`src/design/cofl_pkg.sv`:
```
// Shared types, constants and the gamma table for the center-out fill LED effect.
// Used by every module in this design; depends on nothing else.

package cofl_pkg;

  // Field and register widths
  localparam int NOW_W    = 32;
  localparam int IDX_W    = 5;
  localparam int LVL_W    = 8;
  localparam int SPEED_W  = 16;
  localparam int TAIL_W   = 13;
  localparam int PER_W    = 16;
  localparam int RAD_W    = 24;
  localparam int TAILX_W  = TAIL_W + 8;       // tail in Q5.16 units
  localparam int SQ_W     = 2 * TAILX_W;      // squared tail or offset
  localparam int DIVD_W   = SQ_W + 8;         // 255*den2 + den2/2 stays below 2^50
  localparam int PROD_W   = SPEED_W + NOW_W;  // speed times elapsed ms
  localparam int CFG_IDX_W  = 8;
  localparam int CFG_DATA_W = 16;

  // Default LED strip length
  localparam int LED_COUNT_DEF = 16;

  // Configuration register indexes
  localparam logic [CFG_IDX_W-1:0] REG_SPEED  = 8'd0;
  localparam logic [CFG_IDX_W-1:0] REG_TAIL   = 8'd1;
  localparam logic [CFG_IDX_W-1:0] REG_MAXLVL = 8'd2;
  localparam logic [CFG_IDX_W-1:0] REG_PERIOD = 8'd3;

  // Register reset values
  localparam logic [SPEED_W-1:0] SPEED_RST  = 16'd393;
  localparam logic [TAIL_W-1:0]  TAIL_RST   = 13'd640;
  localparam logic [LVL_W-1:0]   MAXLVL_RST = 8'd200;
  localparam logic [PER_W-1:0]   PERIOD_RST = 16'd200;

  localparam logic [LVL_W-1:0] LVL_FULL = 8'd255;
  localparam logic [LVL_W-1:0] LVL_DARK = 8'd0;

  // Commands from controller to datapath
  typedef struct packed {
    logic accept;     // latch the input word, compute elapsed ms
    logic mul;        // speed times elapsed
    logic grow;       // add growth to radius, saturate
    logic check;      // switch to blink once past centre plus tail
    logic blink;      // blink timing, clear LED counter
    logic pix;        // classify current LED
    logic sq;         // square offset and tail
    logic diff;       // tail^2 - offset^2
    logic div_start;  // load dividend into divider
    logic lvl;        // gamma lookup and max_level scaling
    logic out_load;   // push result word into output register
    logic led_next;   // advance LED counter
    logic go_steady;  // enter steady mode, restart LED counter
  } cmd_t;

  // Status from datapath to controller
  typedef struct packed {
    logic need_div;   // current LED lies in the soft tail
    logic div_done;   // quotient ready
    logic out_free;   // output register can take a word
    logic last_led;   // counter at the final LED
    logic extra;      // blinking with remote online
  } sts_t;

  // Gamma table, G[k] = largest g with g==0 or (2g-1)^11 <= 2^11 * k^5 * 255^6
  typedef logic [255:0][7:0] gamma_t;

  function automatic gamma_t build_gamma();
    gamma_t       tab;
    logic [127:0] lhs;
    logic [127:0] rhs;
    int           g;
    g   = 0;
    tab = '0;
    for (int k = 0; k < 256; k++) begin
      rhs = 128'd2048;
      for (int j = 0; j < 5; j++) rhs = rhs * 128'(k);
      for (int j = 0; j < 6; j++) rhs = rhs * 128'd255;
      while (g < 255) begin
        lhs = 128'd1;
        for (int j = 0; j < 11; j++) lhs = lhs * 128'(2 * g + 1);
        if (lhs <= rhs) g++;
        else break;
      end
      tab[k] = 8'(g);
    end
    return tab;
  endfunction

  localparam gamma_t GAMMA = build_gamma();

endpackage

```
`src/design/center_out_fill_led_effect.sv`:
```
// Per tick: state update (elapsed time, growth, mode check, blink timing), then one word
// per LED via classify, lookup and scale, emit; soft-tail LEDs also pass the 8-step divider.
// Each tick yields one frame, or two frames when blinking with the remote online;
// the next tick is taken once the last word enters the output register.
// Reset (rst_n, synchronous): registers to defaults, expand mode, zero radius.
// Depends on cofl_pkg, cofl_ctrl and cofl_dp.

module center_out_fill_led_effect #(
  parameter int LED_COUNT = cofl_pkg::LED_COUNT_DEF
) (
  input  logic                              clk,
  input  logic                              rst_n,
  // Tick input
  input  logic                              in_tvalid,
  output logic                              in_tready,
  input  logic [31:0]                       in_tdata,   // [31:0] now_ms
  input  logic                              in_tuser,   // [0] remote_online
  // Configuration write
  input  logic                              cfg_valid,
  output logic                              cfg_ready,
  input  logic [cofl_pkg::CFG_IDX_W-1:0]    cfg_index,
  input  logic [cofl_pkg::CFG_DATA_W-1:0]   cfg_data,
  // LED results
  output logic                              out_tvalid,
  input  logic                              out_tready,
  output logic [15:0]                       out_tdata,  // [4:0] led_index, [12:5] level
  output logic                              out_tlast   // last_of_frame
);

  cofl_pkg::cmd_t cmd;
  cofl_pkg::sts_t sts;

  assign cfg_ready = 1'b1;

  cofl_ctrl u_ctrl (
    .clk       (clk),
    .rst_n     (rst_n),
    .in_tvalid (in_tvalid),
    .in_tready (in_tready),
    .cmd       (cmd),
    .sts       (sts)
  );

  cofl_dp #(
    .LED_COUNT (LED_COUNT)
  ) u_dp (
    .clk        (clk),
    .rst_n      (rst_n),
    .cmd        (cmd),
    .sts        (sts),
    .in_tdata   (in_tdata),
    .in_tuser   (in_tuser),
    .cfg_valid  (cfg_valid),
    .cfg_index  (cfg_index),
    .cfg_data   (cfg_data),
    .out_tvalid (out_tvalid),
    .out_tready (out_tready),
    .out_tdata  (out_tdata),
    .out_tlast  (out_tlast)
  );

endmodule

```
`src/design/cofl_div.sv`:
```
// Restoring divider for the tail intensity: one quotient bit per cycle, 8 bits.
// Depends on cofl_pkg for widths.

module cofl_div (
  input  logic                          clk,
  input  logic                          rst_n,
  input  logic                          start,
  input  logic [cofl_pkg::DIVD_W-1:0]   dividend,
  input  logic [cofl_pkg::SQ_W-1:0]     divisor,
  output logic                          done,
  output logic [cofl_pkg::LVL_W-1:0]    quotient
);

  logic                          busy_r, busy_nxt;
  logic                          done_r, done_nxt;
  logic [2:0]                    cnt_r, cnt_nxt;
  logic [cofl_pkg::DIVD_W-1:0]   rem_r, rem_nxt;
  logic [cofl_pkg::DIVD_W-1:0]   dsh_r, dsh_nxt;
  logic [cofl_pkg::LVL_W-1:0]    quo_r, quo_nxt;
  logic                          ge;

  assign ge = (rem_r >= dsh_r);

  // Step: compare, subtract, shift divisor down
  always_comb begin
    busy_nxt = busy_r;
    done_nxt = 1'b0;
    cnt_nxt  = cnt_r;
    rem_nxt  = rem_r;
    dsh_nxt  = dsh_r;
    quo_nxt  = quo_r;
    if (start) begin
      busy_nxt = 1'b1;
      cnt_nxt  = 3'd7;
      rem_nxt  = dividend;
      dsh_nxt  = {1'b0, divisor, 7'b0};
      quo_nxt  = '0;
    end else if (busy_r) begin
      if (ge) rem_nxt = rem_r - dsh_r;
      quo_nxt = {quo_r[cofl_pkg::LVL_W-2:0], ge};
      dsh_nxt = {1'b0, dsh_r[cofl_pkg::DIVD_W-1:1]};
      cnt_nxt = cnt_r - 3'd1;
      if (cnt_r == 3'd0) begin
        busy_nxt = 1'b0;
        done_nxt = 1'b1;
      end
    end
  end

  always_ff @(posedge clk) begin
    if (!rst_n) begin
      busy_r <= 1'b0;
      done_r <= 1'b0;
      cnt_r  <= '0;
    end else begin
      busy_r <= busy_nxt;
      done_r <= done_nxt;
      cnt_r  <= cnt_nxt;
    end
  end

  always_ff @(posedge clk) begin
    rem_r <= rem_nxt;
    dsh_r <= dsh_nxt;
    quo_r <= quo_nxt;
  end

  assign done     = done_r;
  assign quotient = quo_r;

endmodule

```
`src/design/cofl_dp.sv`:
```
// Datapath: configuration registers, effect state, per-LED intensity and level,
// output word register. Depends on cofl_pkg and cofl_div.

module cofl_dp #(
  parameter int LED_COUNT = cofl_pkg::LED_COUNT_DEF
) (
  input  logic                              clk,
  input  logic                              rst_n,
  input  cofl_pkg::cmd_t                    cmd,
  output cofl_pkg::sts_t                    sts,
  input  logic [31:0]                       in_tdata,
  input  logic                              in_tuser,
  input  logic                              cfg_valid,
  input  logic [cofl_pkg::CFG_IDX_W-1:0]    cfg_index,
  input  logic [cofl_pkg::CFG_DATA_W-1:0]   cfg_data,
  output logic                              out_tvalid,
  input  logic                              out_tready,
  output logic [15:0]                       out_tdata,
  output logic                              out_tlast
);

  typedef enum logic [1:0] {
    MODE_EXPAND = 2'd0,
    MODE_BLINK  = 2'd1,
    MODE_STEADY = 2'd2
  } mode_t;

  localparam int IDX_W  = cofl_pkg::IDX_W;
  localparam int RAD_W  = cofl_pkg::RAD_W;
  localparam logic [IDX_W-1:0] LAST_IDX = IDX_W'(LED_COUNT - 1);
  localparam logic [IDX_W:0]   NM1      = (IDX_W + 1)'(LED_COUNT - 1);
  localparam logic [RAD_W:0]   MID      = (RAD_W + 1)'((LED_COUNT - 1) * 32768);

  // Configuration
  logic [cofl_pkg::SPEED_W-1:0] spd_r;
  logic [cofl_pkg::TAIL_W-1:0]  tail_r;
  logic [cofl_pkg::LVL_W-1:0]   maxl_r;
  logic [cofl_pkg::PER_W-1:0]   per_r;

  // Effect state
  mode_t                        mode_r;
  logic [RAD_W-1:0]             rad_r;
  logic [cofl_pkg::NOW_W-1:0]   prev_r;
  logic [cofl_pkg::NOW_W-1:0]   mark_r;
  logic                         lit_r;

  // Working registers
  logic [cofl_pkg::NOW_W-1:0]   now_r;
  logic                         online_r;
  logic [cofl_pkg::NOW_W-1:0]   dt_r;
  logic [cofl_pkg::PROD_W-1:0]  prod_r;
  logic [IDX_W-1:0]             idx_r;
  logic [cofl_pkg::TAILX_W-1:0] num_r;
  logic [cofl_pkg::SQ_W-1:0]    num2_r;
  logic [cofl_pkg::SQ_W-1:0]    den2_r;
  logic [cofl_pkg::SQ_W-1:0]    diff_r;
  logic [cofl_pkg::LVL_W-1:0]   q_r;
  logic [15:0]                  lvp_r;

  // Output register
  logic                         ovld_r;
  logic [IDX_W-1:0]             oidx_r;
  logic [cofl_pkg::LVL_W-1:0]   olvl_r;
  logic                         olast_r;

  // Combinational helpers
  logic [cofl_pkg::NOW_W-1:0]   now_in;
  logic [RAD_W+cofl_pkg::PROD_W-RAD_W:0] grow_sum;
  logic [cofl_pkg::TAILX_W-1:0] tailx;
  logic [IDX_W:0]               two_i;
  logic [IDX_W:0]               dabs;
  logic [RAD_W-1:0]             led_dist;
  logic [RAD_W-1:0]             dmr;
  logic                         beyond;
  logic                         in_tail;
  logic [cofl_pkg::LVL_W-1:0]   q_sel;
  logic [cofl_pkg::NOW_W-1:0]   mark_eff;
  logic [cofl_pkg::NOW_W-1:0]   elapsed;
  logic [cofl_pkg::DIVD_W-1:0]  dividend;
  logic                         div_done;
  logic [cofl_pkg::LVL_W-1:0]   div_q;
  logic [15:0]                  lvl_adj;

  assign now_in   = in_tdata[cofl_pkg::NOW_W-1:0];
  assign grow_sum = {{(cofl_pkg::PROD_W-RAD_W+1){1'b0}}, rad_r} + {1'b0, prod_r};
  assign tailx    = {tail_r, 8'b0};

  // Distance of current LED from the strip centre
  assign two_i = {idx_r, 1'b0};
  assign dabs  = (two_i >= NM1) ? (two_i - NM1) : (NM1 - two_i);
  assign led_dist = {{(RAD_W-IDX_W-15){1'b0}}, dabs[IDX_W-1:0], 15'b0};
  assign dmr   = led_dist - rad_r;
  assign beyond  = (led_dist > rad_r);
  assign in_tail = beyond && (dmr <= {{(RAD_W-cofl_pkg::TAILX_W){1'b0}}, tailx})
                   && (tail_r != '0);

  // Intensity of LEDs that need no division
  always_comb begin
    case (mode_r)
      MODE_EXPAND: q_sel = beyond ? cofl_pkg::LVL_DARK : cofl_pkg::LVL_FULL;
      MODE_BLINK:  q_sel = lit_r ? cofl_pkg::LVL_FULL : cofl_pkg::LVL_DARK;
      default:     q_sel = cofl_pkg::LVL_FULL;
    endcase
  end

  // Blink timing, an unset mark takes the current time
  assign mark_eff = (mark_r == '0) ? now_r : mark_r;
  assign elapsed  = now_r - mark_eff;

  // 255*(den2-num2) + den2/2
  assign dividend = {diff_r, 8'b0} - {8'b0, diff_r} + {9'b0, den2_r[cofl_pkg::SQ_W-1:1]};

  cofl_div u_div (
    .clk      (clk),
    .rst_n    (rst_n),
    .start    (cmd.div_start),
    .dividend (dividend),
    .divisor  (den2_r),
    .done     (div_done),
    .quotient (div_q)
  );

  // Divide by 255, exact for values below 65280
  assign lvl_adj = lvp_r + {8'b0, lvp_r[15:8]} + 16'd1;

  // Configuration writes
  always_ff @(posedge clk) begin
    if (!rst_n) begin
      spd_r  <= cofl_pkg::SPEED_RST;
      tail_r <= cofl_pkg::TAIL_RST;
      maxl_r <= cofl_pkg::MAXLVL_RST;
      per_r  <= cofl_pkg::PERIOD_RST;
    end else if (cfg_valid) begin
      case (cfg_index)
        cofl_pkg::REG_SPEED:  spd_r  <= cfg_data[cofl_pkg::SPEED_W-1:0];
        cofl_pkg::REG_TAIL:   tail_r <= cfg_data[cofl_pkg::TAIL_W-1:0];
        cofl_pkg::REG_MAXLVL: maxl_r <= cfg_data[cofl_pkg::LVL_W-1:0];
        cofl_pkg::REG_PERIOD: per_r  <= cfg_data[cofl_pkg::PER_W-1:0];
        default: ;
      endcase
    end
  end

  // Effect state and control-side registers
  always_ff @(posedge clk) begin
    if (!rst_n) begin
      mode_r <= MODE_EXPAND;
      rad_r  <= '0;
      prev_r <= '0;
      mark_r <= '0;
      lit_r  <= 1'b0;
      idx_r  <= '0;
      ovld_r <= 1'b0;
    end else begin
      if (cmd.accept) prev_r <= now_in;
      // Saturating radius growth
      if (cmd.grow && mode_r == MODE_EXPAND) begin
        if (|grow_sum[RAD_W+cofl_pkg::PROD_W-RAD_W:RAD_W]) rad_r <= '1;
        else rad_r <= grow_sum[RAD_W-1:0];
      end
      // Enter blink once the radius passes centre plus tail
      if (cmd.check && mode_r == MODE_EXPAND &&
          {1'b0, rad_r} > (MID + {{(RAD_W+1-cofl_pkg::TAILX_W){1'b0}}, tailx})) begin
        mode_r <= MODE_BLINK;
        rad_r  <= MID[RAD_W-1:0];
      end
      // Toggle on period expiry, restart LED counter
      if (cmd.blink) begin
        idx_r <= '0;
        if (mode_r == MODE_BLINK) begin
          if (elapsed >= {{(cofl_pkg::NOW_W-cofl_pkg::PER_W){1'b0}}, per_r}) begin
            lit_r  <= ~lit_r;
            mark_r <= now_r;
          end else begin
            mark_r <= mark_eff;
          end
        end
      end
      if (cmd.go_steady) begin
        mode_r <= MODE_STEADY;
        idx_r  <= '0;
      end
      if (cmd.led_next) idx_r <= idx_r + IDX_W'(1);
      // Output word handshake
      if (cmd.out_load) ovld_r <= 1'b1;
      else if (out_tready) ovld_r <= 1'b0;
    end
  end

  // Payload registers
  always_ff @(posedge clk) begin
    if (cmd.accept) begin
      now_r    <= now_in;
      online_r <= in_tuser;
      dt_r     <= (prev_r != '0) ? (now_in - prev_r) : '0;
    end
    if (cmd.mul)  prod_r <= cofl_pkg::PROD_W'(spd_r) * cofl_pkg::PROD_W'(dt_r);
    if (cmd.pix) begin
      q_r   <= q_sel;
      num_r <= dmr[cofl_pkg::TAILX_W-1:0];
    end
    if (cmd.sq) begin
      num2_r <= cofl_pkg::SQ_W'(num_r) * cofl_pkg::SQ_W'(num_r);
      den2_r <= {cofl_pkg::SQ_W'(tail_r) * cofl_pkg::SQ_W'(tail_r)} << 16;
    end
    if (cmd.diff) diff_r <= den2_r - num2_r;
    if (div_done) q_r <= div_q;
    if (cmd.lvl)  lvp_r <= 16'(cofl_pkg::GAMMA[q_r]) * 16'(maxl_r) + 16'd127;
    if (cmd.out_load) begin
      oidx_r  <= idx_r;
      olvl_r  <= lvl_adj[15:8];
      olast_r <= (idx_r == LAST_IDX);
    end
  end

  assign sts.need_div = (mode_r == MODE_EXPAND) && in_tail;
  assign sts.div_done = div_done;
  assign sts.out_free = !ovld_r || out_tready;
  assign sts.last_led = (idx_r == LAST_IDX);
  assign sts.extra    = (mode_r == MODE_BLINK) && online_r;

  assign out_tvalid = ovld_r;
  assign out_tdata  = {3'b0, olvl_r, oidx_r};
  assign out_tlast  = olast_r;

endmodule

```
`src/design/cofl_ctrl.sv`:
```
// Controller state machine: sequences one tick through state update and the
// per-LED loop. Depends on cofl_pkg for the command and status structs.

module cofl_ctrl (
  input  logic            clk,
  input  logic            rst_n,
  input  logic            in_tvalid,
  output logic            in_tready,
  output cofl_pkg::cmd_t  cmd,
  input  cofl_pkg::sts_t  sts
);

  typedef enum logic [11:0] {
    ST_IDLE  = 12'b000000000001,
    ST_MUL   = 12'b000000000010,
    ST_GROW  = 12'b000000000100,
    ST_CHECK = 12'b000000001000,
    ST_BLINK = 12'b000000010000,
    ST_PIX   = 12'b000000100000,
    ST_SQ    = 12'b000001000000,
    ST_DIFF  = 12'b000010000000,
    ST_LOAD  = 12'b000100000000,
    ST_DIV   = 12'b001000000000,
    ST_LVL   = 12'b010000000000,
    ST_EMIT  = 12'b100000000000
  } state_t;

  state_t state_r, state_nxt;

  // Next state and commands
  always_comb begin
    state_nxt = state_r;
    cmd       = '0;
    in_tready = 1'b0;
    case (state_r)
      ST_IDLE: begin
        in_tready = 1'b1;
        if (in_tvalid) begin
          cmd.accept = 1'b1;
          state_nxt  = ST_MUL;
        end
      end
      ST_MUL: begin
        cmd.mul   = 1'b1;
        state_nxt = ST_GROW;
      end
      ST_GROW: begin
        cmd.grow  = 1'b1;
        state_nxt = ST_CHECK;
      end
      ST_CHECK: begin
        cmd.check = 1'b1;
        state_nxt = ST_BLINK;
      end
      ST_BLINK: begin
        cmd.blink = 1'b1;
        state_nxt = ST_PIX;
      end
      ST_PIX: begin
        cmd.pix   = 1'b1;
        state_nxt = sts.need_div ? ST_SQ : ST_LVL;
      end
      ST_SQ: begin
        cmd.sq    = 1'b1;
        state_nxt = ST_DIFF;
      end
      ST_DIFF: begin
        cmd.diff  = 1'b1;
        state_nxt = ST_LOAD;
      end
      ST_LOAD: begin
        cmd.div_start = 1'b1;
        state_nxt     = ST_DIV;
      end
      ST_DIV: begin
        if (sts.div_done) state_nxt = ST_LVL;
      end
      ST_LVL: begin
        cmd.lvl   = 1'b1;
        state_nxt = ST_EMIT;
      end
      ST_EMIT: begin
        // Hold until the output register frees, then advance, start the steady frame or end the frame
        if (sts.out_free) begin
          cmd.out_load = 1'b1;
          if (!sts.last_led) begin
            cmd.led_next = 1'b1;
            state_nxt    = ST_PIX;
          end else if (sts.extra) begin
            cmd.go_steady = 1'b1;
            state_nxt     = ST_PIX;
          end else begin
            state_nxt = ST_IDLE;
          end
        end
      end
      default: state_nxt = ST_IDLE;
    endcase
  end

  always_ff @(posedge clk) begin
    if (!rst_n) state_r <= ST_IDLE;
    else        state_r <= state_nxt;
  end

endmodule
```
`config.mk`:
```
export PLATFORM = sky130hd
export DESIGN_NAME = center_out_fill_led_effect
export DESIGN_NICKNAME = d
export VERILOG_FILES = /design/src/design/cofl_pkg.sv /design/src/design/center_out_fill_led_effect.sv /design/src/design/cofl_div.sv /design/src/design/cofl_dp.sv /design/src/design/cofl_ctrl.sv
export SDC_FILE = /design/constraint.sdc
export NUM_CORES = 2
export LEC_CHECK = 0
export BUFFER_PORTS_ARGS = -buffer_cell sky130_fd_sc_hd__clkbuf_2
export CAP_MARGIN = 20
export CORE_UTILIZATION = 37
export CTS_CLUSTER_SIZE = 20
export DETAILED_ROUTE_END_ITERATION = 8
export PLACE_DENSITY = 0.59
export SLEW_MARGIN = 5
export SYNTH_ARGS = -nofsm -noshare
export SYNTH_HDL_FRONTEND = slang
export SYNTH_SLANG_ARGS = --single-unit
```
`constraint.sdc`:
```
create_clock -name clk -period 7.29 [get_ports clk]
set_input_delay 0.729 -clock clk [delete_from_list [all_inputs] [get_ports clk]]
set_output_delay 0.729 -clock clk [all_outputs]
set_load 0.05 [all_outputs]
```
==> run summary <==
CTS max path bufs: 3
start point of the critical path: u_dp.num_r[5]
most frequent cells in the layout: inv_1 (1370), fa_1 (893), nand2_1 (880)
# hold bufs at CTS: 0
root buffer cell: clkbuf_16
Post-synth EDFFs: 371
chip width: 438 um
CP Launch Type: flop
Worst-path clk slew: 60 ps
total number of vias: 53400
Initial DRT Pass Iterations: 6
Min-Delay Path Class: input pin to flop
Peak VDD IR: 357 uV
Hold WS: 215 ps
Detail Route Antenna Nets: 0
drt via density: 5.16
Max Freq: 142 MHz
Critical-path top delay cell: fa_1
Post-synth top flop: edfxtp_1
WP data required: 7730 ps
clock sink count: 561
later-pin clock latency in the skew report: 700 ps
Wirelength per Cell: 17.8 um
R2R setup slack: 240 ps
die area: 192000 um2
CP Buf/Inv Count: 6
Layout Nets: 9421
P_int: 9.49 mW
vias in the first global route: 55300
Placeable Area: 188000 um2
H-tree depth: 3
Setup CP Type: flop to flop
Final period util: 96.8%
async set-reset flop share out of synthesis: 0%
share of layout cells above drive strength 1: 6.99%
#FFs+latches synth: 561
RSZ-0062 raised after global routing: true
Pwr per Cell Area: 208 nW/um2
WL final: 185000 um
clock power share: 23.7%
remaining global-route overflow: 0
CTS tree: built
skew final: 49.8 ps
row cnt: 159
most frequent CP cell: fa_1
Buffers on Ports: 77
layout overhead on the synthesized area: 9.99%
status: completed
Worst EP arrival: 7490 ps
die height: 438 um
Num CTS Buffers: 74
final max-slew violation count: 0
combinational fraction of design power: 50.9%
num ports: 82
commonest non-fill, non-tap cell in the layout: inv_1
CP Max Fanout: 7
Fin. Hold Viols: 0
Max Cap Viol: 0
Period minus WS final: 7050 ps
switching part of the total: 41.1%
slowest stage delay, CP: 510 ps
Worst-Margin Slew: 930 ps
largest net degree at the start of global routing: 77
final setup violation count: 0
GRT Total Usage: 19.4%
sequential share of power: 25.5%
Post-DP HPWL: 149000 um
Util after Layout: 41.1%
headroom to the max-slew limit: 37.8%
Avg Synthesized Cell Area: 9.13 um2
initial antenna violation count: 6
initial DRC count: 3295
leakage power figure: 36.5 nW
wire length of the first global-routing pass: 299000 um
Yosys warning count: 0
Worst setup EP type: flop
reg-to-reg startpoint: u_dp.num_r[5]
Net Sw Power: 6.61 mW
delay-heaviest family, CP: adder cells
cell area after synthesis: 70300 um2
Starting Density: 37.4%
min-delay src: in_tuser
Seq/Total Area, Yosys: 21.2%
# DRC: 0
GP Congestion: 0.896
Unique masters post-synth: 104
post-synthesis cell count: 7707
synth_stat cells, types with 10 or more instances:
master | n | area (um2)
inv_1 | 1371 | 5150
fa_1 | 898 | 18000
nand2_1 | 886 | 3330
ha_1 | 657 | 8220
a21oi_1 | 404 | 2020
nor2_1 | 377 | 1420
edfxtp_1 | 371 | 11100
and2_1 | 286 | 1790
o21ai_0 | 257 | 1290
clkbuf_1 | 250 | 938
xnor2_1 | 230 | 2010
dfxtp_1 | 190 | 3800
a21o_1 | 168 | 1260
xor2_1 | 133 | 1160
nand3_1 | 111 | 556
nor2b_1 | 91 | 569
mux2i_1 | 77 | 771
nand4_1 | 68 | 425
nor3_1 | 65 | 325
o21a_1 | 57 | 428
and3_1 | 55 | 344
nand2b_1 | 53 | 332
a21boi_0 | 50 | 375
nor4_1 | 43 | 269
a31oi_1 | 35 | 219
a211oi_1 | 34 | 255
a22o_1 | 34 | 298
o21bai_1 | 32 | 240
o211ai_1 | 30 | 225
or3_1 | 24 | 150
o31ai_1 | 22 | 165
buf_2 | 19 | 95.1
o31a_1 | 19 | 166
or2_2 | 17 | 106
o22ai_1 | 15 | 93.8
a211o_1 | 14 | 123
o2111ai_1 | 12 | 105
a2111oi_0 | 11 | 96.3
buf_1 | 11 | 41.3
nand3b_1 | 11 | 82.6
nor3b_1 | 11 | 82.6
o311ai_0 | 10 | 87.6
o41ai_1 | 10 | 87.6
layer usage:
layer  track usage (%)  wire [um]
met5                 0         60
met4              6.05       5860
met3              2.27       8040
met2              34.4      92000
met1              24.6      78600
state kept, by name, indices dropped and copies added, names as in the netlist, 12 cells and up, named ones only:
name,flops
u_dp.prev_r,32
u_dp.dt_r,32
u_dp.now_r,32
u_dp.mark_r,32
u_dp.per_r,16
u_dp.rad_r,24
u_dp.num2_r,41
u_dp.tail_r,13
u_dp.u_div.rem_r,50
u_dp.lvp_r,16
u_dp.prod_r,48
u_dp.den2_r,25
u_ctrl.state_r,12
u_dp.spd_r,16
u_dp.u_div.dsh_r,49
u_dp.num_r,21
u_dp.diff_r,41
worst reg2reg max path: stages (launching register included):
cell	delay, ps
edfxtp_1	410
buf_4	180
buf_4	150
and2_1	200
fa_2	490
fa_1	510
inv_1	50
fa_1	470
inv_1	50
fa_1	480
fa_1	500
fa_1	490
inv_1	50
fa_1	480
inv_1	50
ha_1	340
nand2_2	120
o21a_1	160
o31ai_4	90
a41o_1	290
o311a_1	340
o31a_1	280
a311oi_2	280
o41ai_2	100
a21oi_1	160
xnor2_1	80
path summary, 6_finish.rpt:
check                          to  cells after the start
setup reg to reg  u_dp.num2_r[41]                     25
setup / recovery  u_dp.num2_r[41]                     25
hold / removal      u_dp.online_r                      1
hold reg to reg     u_dp.per_r[6]                      2
area by class of cell:
type	instances	area [um2]
flip-flops and latches	561	15000
fillers	18700	111000
diodes	2	5.00
repair buffers	309	2270
multi-input cells	5478	49300
well taps	2495	3120
inverters	1380	5180
clock buffers	90	1980
clock inverters	47	576
per-stage QoR:
step                      setup TNS, ps  setup slack [ps]  cell area [um2]  std cells  power, mW
final                                 0               237            77400      10400       16.1
after floorplan                       0              86.5            70300       7709       10.1
after global placement                0              73.2            74300      10200       12.1
after global routing              -31.0             -15.5            77400      10400       17.4
after CTS                             0              39.5            76800      10300       16.1
after detailed placement              0              27.8            74300      10200       12.2
cells by family after synthesis:
kind of cell | Yosys count | synth area share, %
buffers and inverters | 1670 | 9.02
adder cells (fa/ha/maj) | 1556 | 37.3
XOR/XNOR | 363 | 4.52
flip-flops | 561 | 21.2
AND/OR/NAND/NOR | 2145 | 14.5
other | 2 | 0.0107
AO/OA/AOI/OAI | 1327 | 12.3
multiplexers | 83 | 1.19
power groups by stage:
stage / combinational [mW] / sequential (mW) / clock, mW
2_1_floorplan: 6.06 / 4.08 / 0
3_3_place_gp: 7.92 / 4.19 / 0
3_5_place_dp: 8.04 / 4.19 / 0
4_1_cts: 8.10 / 4.12 / 3.92
5_1_grt: 9.25 / 4.12 / 4.02
6_report: 8.19 / 4.10 / 3.81
timing repair:
item	in CTS	in global routing
pin swaps	0	26
gates resized for setup	2	50
buffers inserted	0	32
setup endpoints to repair	1	11
Power figures use the tool's default switching activity.
